--- config.mk ---
export PLATFORM = sky130hd
export DESIGN_NAME = circular_deque_core
export DESIGN_NICKNAME = d
export VERILOG_FILES = /design/src/design/cdq_pkg.sv /design/src/design/cdq_ptr.sv /design/src/design/circular_deque_core.sv
export SDC_FILE = /design/constraint.sdc
export NUM_CORES = 1
export LEC_CHECK = 0
export ABC_AREA = 0
export BUFFER_PORTS_ARGS = -buffer_cell sky130_fd_sc_hd__buf_4
export CELL_PAD_IN_SITES_DETAIL_PLACEMENT = 0
export CELL_PAD_IN_SITES_GLOBAL_PLACEMENT = 1
export CORE_MARGIN = 10
export CORE_UTILIZATION = 43
export CTS_CLUSTER_DIAMETER = 50
export DETAILED_ROUTE_END_ITERATION = 10
export PLACE_DENSITY = 0.71
export SETUP_SLACK_MARGIN = 0.05
export SLEW_MARGIN = 0
export SYNTH_ARGS = -nofsm -noshare
export SYNTH_HDL_FRONTEND = slang
export SYNTH_SLANG_ARGS = --single-unit
--- constraint.sdc ---
create_clock -name aclk -period 5.5 [get_ports aclk]
set_input_delay 0.55 -clock aclk [delete_from_list [all_inputs] [get_ports aclk]]
set_output_delay 0.55 -clock aclk [all_outputs]
set_load 0.02 [all_outputs]
--- src/design/cdq_pkg.sv ---
// Shared codes, widths and types for the circular deque.
`timescale 1ns / 1ps
`default_nettype none

package cdq_pkg;

    localparam int DATA_W    = 32;
    localparam int DEPTH_DEF = 16;

    // Word action codes
    localparam logic [1:0] ACT_INS_REAR  = 2'd0;
    localparam logic [1:0] ACT_INS_FRONT = 2'd1;
    localparam logic [1:0] ACT_DEL_FRONT = 2'd2;
    localparam logic [1:0] ACT_DEL_REAR  = 2'd3;

    // Result status codes
    localparam logic [1:0] ST_OK        = 2'd0;
    localparam logic [1:0] ST_OVERFLOW  = 2'd1;
    localparam logic [1:0] ST_UNDERFLOW = 2'd2;
    localparam logic [1:0] ST_REFUSED   = 2'd3;

    // Restriction mode codes; the fourth code allows everything
    localparam logic [1:0] MODE_ALL     = 2'd0;
    localparam logic [1:0] MODE_IN_RES  = 2'd1;
    localparam logic [1:0] MODE_OUT_RES = 2'd2;

    typedef struct packed {
        logic       wr_en;
        logic       rd_en;
        logic [1:0] status;
    } cdq_op_t;

endpackage

`default_nettype wire

--- src/design/cdq_ptr.sv ---
// Head/tail pointers, empty flag, mode register and per-word decision logic.
`timescale 1ns / 1ps
`default_nettype none

module cdq_ptr
    import cdq_pkg::*;
#(
    parameter int DEPTH = DEPTH_DEF,
    parameter int IDX_W = $clog2(DEPTH)
) (
    input  wire logic             aclk,
    input  wire logic             aresetn,
    input  wire logic             cfg_wr_en,
    input  wire logic [1:0]       cfg_wr_data,
    input  wire logic             accept,
    input  wire logic [1:0]       action,
    output cdq_op_t               op,
    output logic      [IDX_W-1:0] wr_addr,
    output logic      [IDX_W-1:0] rd_addr
);

    localparam logic [IDX_W-1:0] LAST = IDX_W'(DEPTH - 1);

    logic [IDX_W-1:0] head_reg, head_next;
    logic [IDX_W-1:0] tail_reg, tail_next;
    logic             empty_reg, empty_next;
    logic [1:0]       mode_reg;

    logic [IDX_W-1:0] tail_inc, tail_dec, head_inc, head_dec;
    logic             full, refused, is_insert, ok;

    always_comb begin
        tail_inc = (tail_reg == LAST) ? '0 : tail_reg + 1'b1;
        tail_dec = (tail_reg == '0) ? LAST : tail_reg - 1'b1;
        head_inc = (head_reg == LAST) ? '0 : head_reg + 1'b1;
        head_dec = (head_reg == '0) ? LAST : head_reg - 1'b1;
    end

    assign full      = !empty_reg && (tail_inc == head_reg);
    assign refused   = (mode_reg == MODE_IN_RES  && action == ACT_INS_FRONT) ||
                       (mode_reg == MODE_OUT_RES && action == ACT_DEL_REAR);
    assign is_insert = (action == ACT_INS_REAR) || (action == ACT_INS_FRONT);

    always_comb begin
        head_next = head_reg;
        tail_next = tail_reg;
        empty_next = empty_reg;
        wr_addr   = '0;
        rd_addr   = (action == ACT_DEL_FRONT) ? head_reg : tail_reg;
        op.status = ST_OK;
        ok        = 1'b0;
        if (refused) begin
            op.status = ST_REFUSED;
        end else if (is_insert) begin
            if (full) begin
                op.status = ST_OVERFLOW;
            end else begin
                ok = 1'b1;
                if (empty_reg) begin
                    // first word always lands in slot zero
                    head_next  = '0;
                    tail_next  = '0;
                    empty_next = 1'b0;
                    wr_addr    = '0;
                end else if (action == ACT_INS_REAR) begin
                    tail_next = tail_inc;
                    wr_addr   = tail_inc;
                end else begin
                    head_next = head_dec;
                    wr_addr   = head_dec;
                end
            end
        end else begin
            if (empty_reg) begin
                op.status = ST_UNDERFLOW;
            end else begin
                ok = 1'b1;
                if (head_reg == tail_reg) begin
                    // last word out: return pointers home
                    empty_next = 1'b1;
                    head_next  = '0;
                    tail_next  = '0;
                end else if (action == ACT_DEL_FRONT) begin
                    head_next = head_inc;
                end else begin
                    tail_next = tail_dec;
                end
            end
        end
        op.wr_en = accept && ok && is_insert;
        op.rd_en = accept && ok && !is_insert;
    end

    always_ff @(posedge aclk) begin
        if (!aresetn) begin
            head_reg  <= '0;
            tail_reg  <= '0;
            empty_reg <= 1'b1;
            mode_reg  <= MODE_ALL;
        end else begin
            if (accept) begin
                head_reg  <= head_next;
                tail_reg  <= tail_next;
                empty_reg <= empty_next;
            end
            if (cfg_wr_en) begin
                mode_reg <= cfg_wr_data;
            end
        end
    end

endmodule

`default_nettype wire

--- src/design/circular_deque_core.sv ---
// Top level of the circular deque: entry memory, pointer control, result register.
//
//  channel  | handshake          | payload
//  ---------+--------------------+------------------------------
//  input    | s_valid / s_ready  | s_action, s_data_in
//  result   | m_valid / m_ready  | m_data_out, m_status
//  config   | cfg_wr_en          | cfg_wr_data (restrict mode)
//
// One word per cycle unless stalled; its result shows the cycle after acceptance.
// The pointers update and the memory is written or read at the accept edge;
// the memory read port's registered data feeds the result directly.
// s_ready drops only while a result waits and m_ready is low.
// Reset clears the pointers, empty flag, mode and result valid; no clearing pass.
`timescale 1ns / 1ps
`default_nettype none

module circular_deque_core
    import cdq_pkg::*;
#(
    parameter int DEPTH = DEPTH_DEF
) (
    input  wire logic                     aclk,
    input  wire logic                     aresetn,
    input  wire logic                     cfg_wr_en,
    input  wire logic        [1:0]        cfg_wr_data,
    input  wire logic                     s_valid,
    output logic                          s_ready,
    input  wire logic        [1:0]        s_action,
    input  wire logic signed [DATA_W-1:0] s_data_in,
    output logic                          m_valid,
    input  wire logic                     m_ready,
    output logic signed      [DATA_W-1:0] m_data_out,
    output logic             [1:0]        m_status
);

    localparam int IDX_W = $clog2(DEPTH);

    logic              accept;
    cdq_op_t           op;
    logic [IDX_W-1:0]  wr_addr, rd_addr;

    logic [DATA_W-1:0] mem [DEPTH];
    logic [DATA_W-1:0] rd_data_reg;
    logic              valid_reg;
    logic              hit_reg;
    logic [1:0]        status_reg;

    // hold the input while a result is stalled
    assign s_ready = !valid_reg || m_ready;
    assign accept  = s_valid && s_ready;

    cdq_ptr #(
        .DEPTH (DEPTH),
        .IDX_W (IDX_W)
    ) u_ptr (
        .aclk        (aclk),
        .aresetn     (aresetn),
        .cfg_wr_en   (cfg_wr_en),
        .cfg_wr_data (cfg_wr_data),
        .accept      (accept),
        .action      (s_action),
        .op          (op),
        .wr_addr     (wr_addr),
        .rd_addr     (rd_addr)
    );

    always_ff @(posedge aclk) begin
        if (op.wr_en) begin
            mem[wr_addr] <= s_data_in;
        end
        if (op.rd_en) begin
            rd_data_reg <= mem[rd_addr];
        end
    end

    always_ff @(posedge aclk) begin
        if (!aresetn) begin
            valid_reg <= 1'b0;
        end else if (s_ready) begin
            valid_reg <= s_valid;
        end
    end

    always_ff @(posedge aclk) begin
        if (accept) begin
            status_reg <= op.status;
            hit_reg    <= op.rd_en;
        end
    end

    assign m_valid    = valid_reg;
    assign m_status   = status_reg;
    assign m_data_out = hit_reg ? rd_data_reg : '0;

endmodule

`default_nettype wire

==> out/results.ini, run 1 <==
[layout]
drive_gt1_share_pct=19.1
fillers=4126
final_area_sq_um=25500
multi_input_area_sq_um=5130
largest_register_ffs=512
fin_util_pct=50.6
nNetsFinal=1526
final_cells=2199
syn2layout_area_growth_pct=15.7
ff_latch_area_sq_um=16700

[synthesis]
ys_warn_count=0
ys_ff_latch=559
synthArstFlopShare_pct=0
synth.most_common_cell=edfxtp_1
syn_inst=1391
synth_top_area_share_pct=74.6
yosysTopAreaCell=edfxtp_1
syn_nets=1436
synth_area_leaders=edfxtp_1 75%, mux4_2 6.5%, nand2_1 4.8%, nand3_1 3.1%, dfxtp_1 1.1%
synth_ff_type=edfxtp_1
synth.top_cells.by_count=547 x edfxtp_1, 281 x nand2_1, 138 x nand3_1, 64 x mux4_2, 40 x clkbuf_1
synth.distinct_cells=53
yosysSeqAreaShare_pct=75.7
netlist_area_sq_um=22000
synth-edff-count=547
syn_area_per_cell_sq_um=15.8

[critical_path]
critPathMaxFanout=19
cp_data_arrival_time_ns=3.99
cp_slowest_cell=nor2_4
endpoint_kind=flop
path_cells=ha_1, a21boi_0, a21oi_1, xnor2_1, o31a_1, nand3b_1, nor2_4, buf_4
slowest_delay_ns=0.73
critPathBufInv=1
path_class=reg2reg
worstPathRequired_ns=5.82
crit_family=simple AND/OR/NAND/NOR gates
critPathLaunchType=flop

[clock_network]
cts_tree=built
cts_resized=0
cts_setup_buffers=0
clockBufferDepth=3
clkTransAtPathRegs_ns=0.06
cts_buffers=59
hold_buffers=0
ctsHtreeMaxLevel=2
cts_num_sinks=559
cts-root-buf=clkbuf_16
clk_latency_ns=0.63

[timing]
hold_slack_ns=0.210
setup_viol=0
min_period_ns=3.67
hold_viol_final=0
fin_skew_ns=0.0306
maxSlewViolCount=0
rsz0062_at_grt=no
worst_pin_slew_ns=1.32
setup_slack_ns=1.83
min_period_over_period_pct=66.7
slew_headroom_pct=11.3
timing.fmax_mhz=273
finalSetupTns_ns=0

[route]
firstDrtPassIters=5
route.detailed.drc=0
wl_per_cell_microns=24.0
drtIter0Drc=1035
drtAntennaViolNets=0
viasPerCell=5.59
via_count=12300
wirelength_mm=52.7

[floorplan]
boundaryPins=77
fp.dieArea_sq_um=60700
die_y_microns=246
dieWidth_microns=246
start_util_pct=43.7
rows=82
core_area_sq_um=50400

[min_path]
min_path_type=in2reg

[job]
max-cap-violations=0

[power]
clkPwrFrac_pct=41.7
peakVddDrop_v=0.000263
p_leak_nw=8.45
switchingPower_mw=2.14
switching_share_pct=22.8
combPwrFrac_pct=7.7
intPower_mw=7.25
power_density_nw_per_um2=369
power_mw=9.39
pwr-share-seq_pct=50.6

[global_routing]
grtUsageTotal_pct=17.3
grt_pass1_vias=12300
grt_overflow=0
grt_max_degree=84
grt_antenna_before_repair=5
grt_pass1_wl_mm=79.2

[placement]
dp_cells=2092
post-place-ws_ns=1.82
place_area_sq_um=23500
place_congestion=0.823
post-dp-hpwl_mm=28.4
io_buffers=76

[run_status]
status=finished, final reports clean

## final timing paths
| kind | start | endpoint | slack [ns] | cells after the start |
|---|---|---|---|---|
| hold reg to reg | m_valid | m_valid | 0.53 | 2 |
| setup / recovery | u_ptr.tail_reg[1] | mem[15][20] | 1.83 | 8 |
| hold / removal | cfg_wr_data[0] | u_ptr.mode_reg[0] | 0.21 | 3 |
| setup reg to reg | u_ptr.tail_reg[1] | mem[15][20] | 1.83 | 8 |
## routing by layer
layer	global-route usage, %	wire length, microns	share of wire (%)
met1	23.7	22600	43
met2	28.5	25700	49
met3	2.86	3420	6.5
met4	4.31	1040	2.0
met5	0	0	0
## cells in the final DEF (no fill, tap or decap), types with 8 or more instances in the layout
master     Yosys  layout
inv_1          9       9
edfxtp_1     547     547
dfxtp_1       12      12
and2_1        33      33
o21ai_1       33      31
mux4_2        64      64
buf_4          8     106
nor2_1        27      12
nor2_4         0      15
nand4_1       33      33
o21ai_0        9       8
clkbuf_1      40       9
clkinv_2       0      10
nand2_1      281     281
clkinv_1       0      10
a22oi_1       32      32
xnor2_1        8       8
nand3_1      138     138
clkbuf_16      0      59
## kinds of logic (layout without fill, tap and decap cells)
kind of cell / Yosys count / count (layout) / synth area share [%]
mux: 70 / 70 / 6.82
buf+inv: 90 / 224 / 2.03
flops: 559 / 559 / 75.7
xor+xnor: 11 / 11 / 0.500
simple gates: 538 / 538 / 11.1
compound gates: 119 / 119 / 3.67
other cells: 0 / 2 / 0
fa+ha+maj: 4 / 4 / 0.227
## power by group through the flow
stage | Sequential [mW] | Combinational (mW) | Clock, mW
finish | 4.75 | 0.721 | 3.92
detailed placement | 4.84 | 0.730 | 0
global route | 4.75 | 0.790 | 4.17
floorplan | 4.83 | 0.471 | 0
global placement | 4.84 | 0.723 | 0
CTS | 4.75 | 0.731 | 3.99
## final cells by class
cell class	count	area share (%)
Antenna cell	2	0.0197
Clock inverter	37	1.61
Timing Repair Buffer	110	3.44
Multi-Input combinational cell	742	20.1
Sequential cell	559	65.4
Clock buffer	68	5.93
Inverter	9	0.133
Tap cell	672	3.30
## worst reg2reg max path: stages, from the launching register on
cell and delay, ns:
dfxtp_1 0.64, ha_1 0.35, a21boi_0 0.15, a21oi_1 0.36, xnor2_1 0.21, o31a_1 0.23
nand3b_1 0.32, nor2_4 0.74, buf_4 0.39
(Power assumes the default switching activity.)
==> run 2: changes to the inputs <==
--- a/config.mk
+++ b/config.mk
@@ -5,7 +5,7 @@
 export SDC_FILE = /design/constraint.sdc
 export NUM_CORES = 1
 export LEC_CHECK = 0
-export ABC_AREA = 0
+export ABC_AREA = 1
 export BUFFER_PORTS_ARGS = -buffer_cell sky130_fd_sc_hd__buf_4
 export CELL_PAD_IN_SITES_DETAIL_PLACEMENT = 0
 export CELL_PAD_IN_SITES_GLOBAL_PLACEMENT = 1
@@ -13,7 +13,7 @@
 export CORE_UTILIZATION = 43
 export CTS_CLUSTER_DIAMETER = 50
 export DETAILED_ROUTE_END_ITERATION = 10
-export PLACE_DENSITY = 0.71
+export PLACE_DENSITY = 0.73
 export SETUP_SLACK_MARGIN = 0.05
 export SLEW_MARGIN = 0
 export SYNTH_ARGS = -nofsm -noshare
==> constraint.sdc (replaced) <==
create_clock -name aclk -period 3.46 [get_ports aclk]
set_input_delay 0.346 -clock aclk [delete_from_list [all_inputs] [get_ports aclk]]
set_output_delay 0.346 -clock aclk [all_outputs]
set_load 0.02 [all_outputs]
==> out/results.ini, run 2 <==
[route]
route.detailed.drc=0
firstDrtPassIters=5
wirelength_mm=54.5
via_count=14300
drtIter0Drc=1237
viasPerCell=5.41
wl_per_cell_microns=20.6
drtAntennaViolNets=0

[critical_path]
critPathMaxFanout=13
critPathBufInv=3
worstPathRequired_ns=3.76
critPathLaunchType=flop
crit_family=simple AND/OR/NAND/NOR gates
cp_slowest_cell=nor2_4
path_cells=inv_2, ha_1, inv_1, a21oi_1, nand3_1, nor2_1, nand3_2, nand2_1, nand2_1, nor2_4, buf_4
endpoint_kind=flop
path_class=reg2reg
cp_data_arrival_time_ns=3.41
slowest_delay_ns=0.61
crit_top_cell=nand2_1

[timing]
timing.fmax_mhz=321
maxSlewViolCount=0
hold_viol_final=0
finalSetupTns_ns=0
slew_headroom_pct=32.8
min_period_ns=3.11
worst_pin_slew_ns=1.01
fin_skew_ns=0.0321
hold_slack_ns=0.0363
min_period_over_period_pct=89.9
rsz0062_at_grt=no
setup_viol=0

[floorplan]
rows=84
fp.dieArea_sq_um=62500
die_y_microns=250
core_area_sq_um=52400
start_util_pct=43.4
boundaryPins=77
dieWidth_microns=250

[synthesis]
synth_ff_type=edfxtp_1
synthArstFlopShare_pct=0
synth-edff-count=547
syn_inst=1830
synth.most_common_cell=edfxtp_1
ys_warn_count=0
synth.top_cells.by_count=547 x edfxtp_1, 427 x nor2_1, 165 x o21ai_0, 145 x nand2_1, 128 x o211ai_1
syn_area_per_cell_sq_um=12.4
synth_top_area_share_pct=72.2
yosysTopAreaCell=edfxtp_1
synth_area_leaders=edfxtp_1 72%, nor2_1 7.0%, o211ai_1 4.2%, o21ai_0 3.6%, nand2_1 2.4%
yosysSeqAreaShare_pct=73.3
netlist_area_sq_um=22700
ys_ff_latch=559
synth.distinct_cells=33
syn_nets=1875

[global_routing]
grtUsageTotal_pct=17.1
grt_overflow=0
grt_max_degree=101
grt_pass1_wl_mm=84.6
grt_pass1_vias=14300
grt_antenna_before_repair=0

[clock_network]
ctsHtreeMaxLevel=2
cts_resized=0
clk_latency_ns=0.61
cts_tree=built
clkTransAtPathRegs_ns=0.06
cts_num_sinks=559
cts-root-buf=clkbuf_16
cts_buffers=57
clockBufferDepth=3
cts_setup_buffers=0

[placement]
place_congestion=0.812
place_area_sq_um=24300
io_buffers=76
post-dp-hpwl_mm=31.3
dp_cells=2539

[job]
max-cap-violations=0

[layout]
diodes=0
nNetsFinal=1963
final_cells=2645
layout_commonest_cell=edfxtp_1
fillers=4536
largest_register_ffs=512
fin_util_pct=49.8
drive_gt1_share_pct=12.5
final_area_sq_um=26100
syn2layout_area_growth_pct=14.9
mostFrequentLayoutCells=547 x edfxtp_1, 414 x nor2_1, 164 x o21ai_0, 145 x nand2_1, 128 x o211ai_1

[run_status]
status=finished, final reports clean

[power]
peakVddDrop_v=0.000340
p_leak_nw=8.89
power_density_nw_per_um2=576

[min_path]
min_path_type=in2reg

-- run 2: cell type report --
| type | instances | area (sq um) | area share, % |
|---|---|---|---|
| repair buffers | 138 | 1240 | 4.75 |
| flip-flops and latches | 559 | 16700 | 63.8 |
| inverters | 65 | 244 | 0.934 |
| clock buffers | 74 | 1530 | 5.87 |
| clock inverters | 24 | 178 | 0.680 |
| multi-input cells | 1097 | 5400 | 20.7 |
| well taps | 688 | 861 | 3.30 |
-- run 2: worst register-to-register path: cells and delay by family, from the launching register on --
family                     cells  cell delay [ns]
and+or+nand+nor                6             1.37
adders and majority gates      1             0.36
DFF                            1             0.43
buffers and inverters          3             0.49
AOI/OAI and AO/OA              1             0.15
-- run 2: final timing paths --
check,from,end,slack (ns),cells past startpoint
worst max-delay path,u_ptr.tail_reg[0],mem[7][26],0.35,11
worst max register to register,u_ptr.tail_reg[0],mem[7][26],0.35,11
worst min register to register,m_valid,m_valid,0.54,2
worst min-delay path,s_data_in[30],mem[5][30],0.04,1
-- run 2: per-stage QoR --
step / power [mW] / setup WS [ns]
6_report: 15.0 / 0.348
3_3_place_gp: 9.47 / 0.228
3_5_place_dp: 9.48 / 0.174
5_1_grt: 15.7 / 0.0867
2_1_floorplan: 8.87 / 0.0216
4_1_cts: 15.2 / 0.117
-- run 2: repair_timing --
action / 4_1_cts / 5_1_grt
endpoints found under the hold margin: 28 / 0
hold buffers: 7 / 0
endpoints found under the setup margin: 0 / 8
-- run 2: report_power, final --
group / internal, mW / leakage (nW) / switching [mW]
clock network: 3.25 / 0.835 / 2.47
registers: 7.54 / 5.03 / 0.0370
logic: 0.543 / 3.02 / 1.21
-- run 2: logic make-up after synthesis --
| logic type | Yosys count | share of synthesized area (%) |
|---|---|---|
| adder cells (fa/ha/maj) | 4 | 0.220 |
| AND/OR/NAND/NOR | 678 | 12.0 |
| flip-flops | 559 | 73.3 |
| AO/OA/AOI/OAI | 411 | 10.5 |
| XOR/XNOR | 3 | 0.116 |
| buffers and inverters | 175 | 3.85 |
-- run 2: metal layers --
layer  vias to the layer above  global-route usage (%)  wire length, microns
li1                       6783                       -                     -
met1                      7103                    22.5                 23700
met2                       334                    28.3                 26800
met3                        82                    2.90                  2680
met4                         0                    5.22                  1350
met5                         -                       0                     0
==> run 3: changes to the inputs <==
--- a/config.mk
+++ b/config.mk
@@ -13,9 +13,10 @@
 export CORE_UTILIZATION = 43
 export CTS_CLUSTER_DIAMETER = 50
 export DETAILED_ROUTE_END_ITERATION = 10
-export PLACE_DENSITY = 0.73
+export PLACE_DENSITY = 0.74
 export SETUP_SLACK_MARGIN = 0.05
 export SLEW_MARGIN = 0
 export SYNTH_ARGS = -nofsm -noshare
 export SYNTH_HDL_FRONTEND = slang
+export SYNTH_HIERARCHICAL = 1
 export SYNTH_SLANG_ARGS = --single-unit
==> out/results.ini, run 3 <==
[clock_network]
hold_buffers=2
cts_tree=built
cts_setup_buffers=0
cts_num_sinks=559
cts_resized=0
ctsHtreeMaxLevel=3
clk_latency_ns=0.61
cts_buffers=69
clkTransAtPathRegs_ns=0.05
cts-root-buf=clkbuf_16
clockBufferDepth=3

[synthesis]
yosysSeqAreaShare_pct=67.7
synth_area_leaders=edfxtp_1 67%, nand2_1 12%, nand3_1 8.2%, inv_1 6.6%, buf_6 1.3%
yosysTopAreaCell=edfxtp_1
synthArstFlopShare_pct=0
syn_nets=2437
synth.top_cells.by_count=766 x nand2_1, 547 x edfxtp_1, 434 x inv_1, 402 x nand3_1, 45 x buf_2
syn_inst=2391
synth.most_common_cell=nand2_1
synth_ff_type=edfxtp_1
ys_ff_latch=559
syn_area_per_cell_sq_um=10.3
synth.distinct_cells=40
synth-edff-count=547
ys_warn_count=6
netlist_area_sq_um=24600
synth_top_area_share_pct=66.7

[power]
peakVddDrop_v=0.000468
power_mw=16.5
power_density_nw_per_um2=575
p_leak_nw=12.2

[placement]
post-place-ws_ns=0.500
io_buffers=76
place_area_sq_um=26400
post-dp-hpwl_mm=35.4
place_congestion=0.826

[critical_path]
crit_cells=14
crit_top_cell=nand2_1
critPathMaxFanout=32
endpoint_kind=flop
path_cells=inv_2, ha_1, inv_1, nand2_1, nand2_1, nor2_1, nand3_1, nor2_2, nand2_1, nand2_1, a221oi_1, nand2_1, nor2_4, buf_12
rrSetupSlack_ns=0.45
crit_family=simple AND/OR/NAND/NOR gates
worstPathRequired_ns=3.73
r2r_cells=14
crit_start=u_ptr/tail_reg[0]
critPathBufInv=3
slowest_delay_ns=0.44
cp_slowest_cell=dfxtp_1
worstReg2RegStart=u_ptr/tail_reg[0]
worst_r2r_endpoint=mem[6][25]
path_class=reg2reg
cp_data_arrival_time_ns=3.28
critPathLaunchType=flop

[global_routing]
grt_max_degree=129
grt_antenna_before_repair=0
grt_overflow=0
grtUsageTotal_pct=18.4
grt_pass1_vias=16100
grt_pass1_wl_mm=95.0

[job]
max-cap-violations=0

[floorplan]
rows=87
dieWidth_microns=259
boundaryPins=77
fp.dieArea_sq_um=67200
die_y_microns=259
core_area_sq_um=56500
start_util_pct=43.6

[layout]
mostFrequentLayoutCells=766 x nand2_1, 547 x edfxtp_1, 432 x inv_1, 402 x nand3_1, 104 x buf_4
syn2layout_area_growth_pct=16.4
diodes=0
nNetsFinal=2534
final_area_sq_um=28600
drive_gt1_share_pct=11.1
fin_util_pct=50.7
largest_register_ffs=512
layout_commonest_cell=nand2_1

[min_path]
whs_endpoint=m_valid
min_path_type=in2reg
hp-start=s_valid
hold_depth=3

[timing]
rsz0062_at_grt=no
fin_skew_ns=0.0255
worst_pin_slew_ns=0.878
maxSlewViolCount=0
hold_viol_final=0
hold_slack_ns=0.0331
min_period_over_period_pct=87.0
slew_headroom_pct=41.5
setup_slack_ns=0.451
timing.fmax_mhz=332
setup_viol=0
min_period_ns=3.01

[route]
wl_per_cell_microns=18.7
via_count=16100
wirelength_mm=61.7
drtIter0Drc=1227
route.detailed.drc=0
viasPerCell=4.90
drtAntennaViolNets=0
firstDrtPassIters=5

[run_status]
status=finished, final reports clean

-- run 3: cell types whose count changed after synthesis, moves of 100 or more --
cell,before,now
nand2_1,145,766
o21ai_1,104,4
inv_1,56,434
nand3_1,82,402
o211ai_1,128,1
o21ai_0,165,11
nor2_1,427,43
-- run 3: power by group --
part / leakage (nW) / switching, mW / internal (mW) / total (mW)
Combinational: 6.11 / 1.31 / 0.559 / 1.87
Sequential: 5.03 / 0.0459 / 7.54 / 7.59
Clock: 1.07 / 2.80 / 4.21 / 7.01
Total: 12.2 / 4.16 / 12.3 / 16.5
-- run 3: cells by family (layout without fill, tap and decap cells) --
family | Yosys count | count (layout) | synth area share [%]
xor+xnor | 3 | 3 | 0.107
fa+ha+maj | 5 | 5 | 0.254
buf+inv | 559 | 705 | 9.95
compound gates | 36 | 36 | 0.875
simple gates | 1229 | 1229 | 21.1
flops | 559 | 559 | 67.7
-- run 3: how the worst max path moves through the flow --
stage                             to  slack [ns]
after detailed placement  mem[6][17]        0.50
final                     mem[6][25]        0.45
after CTS                 mem[6][19]        0.48
after floorplan           mem[12][0]       -0.13
after global placement    mem[6][29]        0.47
after global routing      mem[6][19]        0.14
-- run 3: routing by layer --
metal / share of wire, % / global-route usage (%) / routed length, microns / vias to the layer above
li1: - / - / - / 7926
met1: 42 / 23.3 / 26200 / 7702
met2: 50 / 31.8 / 31000 / 406
met3: 5.0 / 3.19 / 3090 / 97
met4: 2.4 / 5.83 / 1470 / 0
met5: 0 / 0 / 0 / -
-- run 3: through the flow --
step	setup TNS (ns)	instances
4_1_cts	0	3293
6_report	0	3293
3_5_place_dp	0	3171
5_1_grt	0	3293
3_3_place_gp	0	3171
2_1_floorplan	-49.16	2391
-- run 3: worst reg2reg max path, cell delays in order, from the launching register on --
cell      delay (ns)
dfxtp_1         0.44
inv_2           0.06
ha_1            0.33
inv_1           0.10
nand2_1         0.06
nand2_1         0.07
nor2_1          0.04
nand3_1         0.08
nor2_2          0.06
nand2_1         0.08
nand2_1         0.10
a221oi_1        0.42
nand2_1         0.36
nor2_4          0.21
buf_12          0.25
-- run 3: layout make-up --
class / count / area, sq um
well taps: 756 / 946
repair buffers: 139 / 1460
inverters: 446 / 1680
flip-flops and latches: 559 / 16700
fillers: 5011 / 27800
multi-input cells: 1273 / 5670
clock inverters: 34 / 363
clock buffers: 86 / 1850
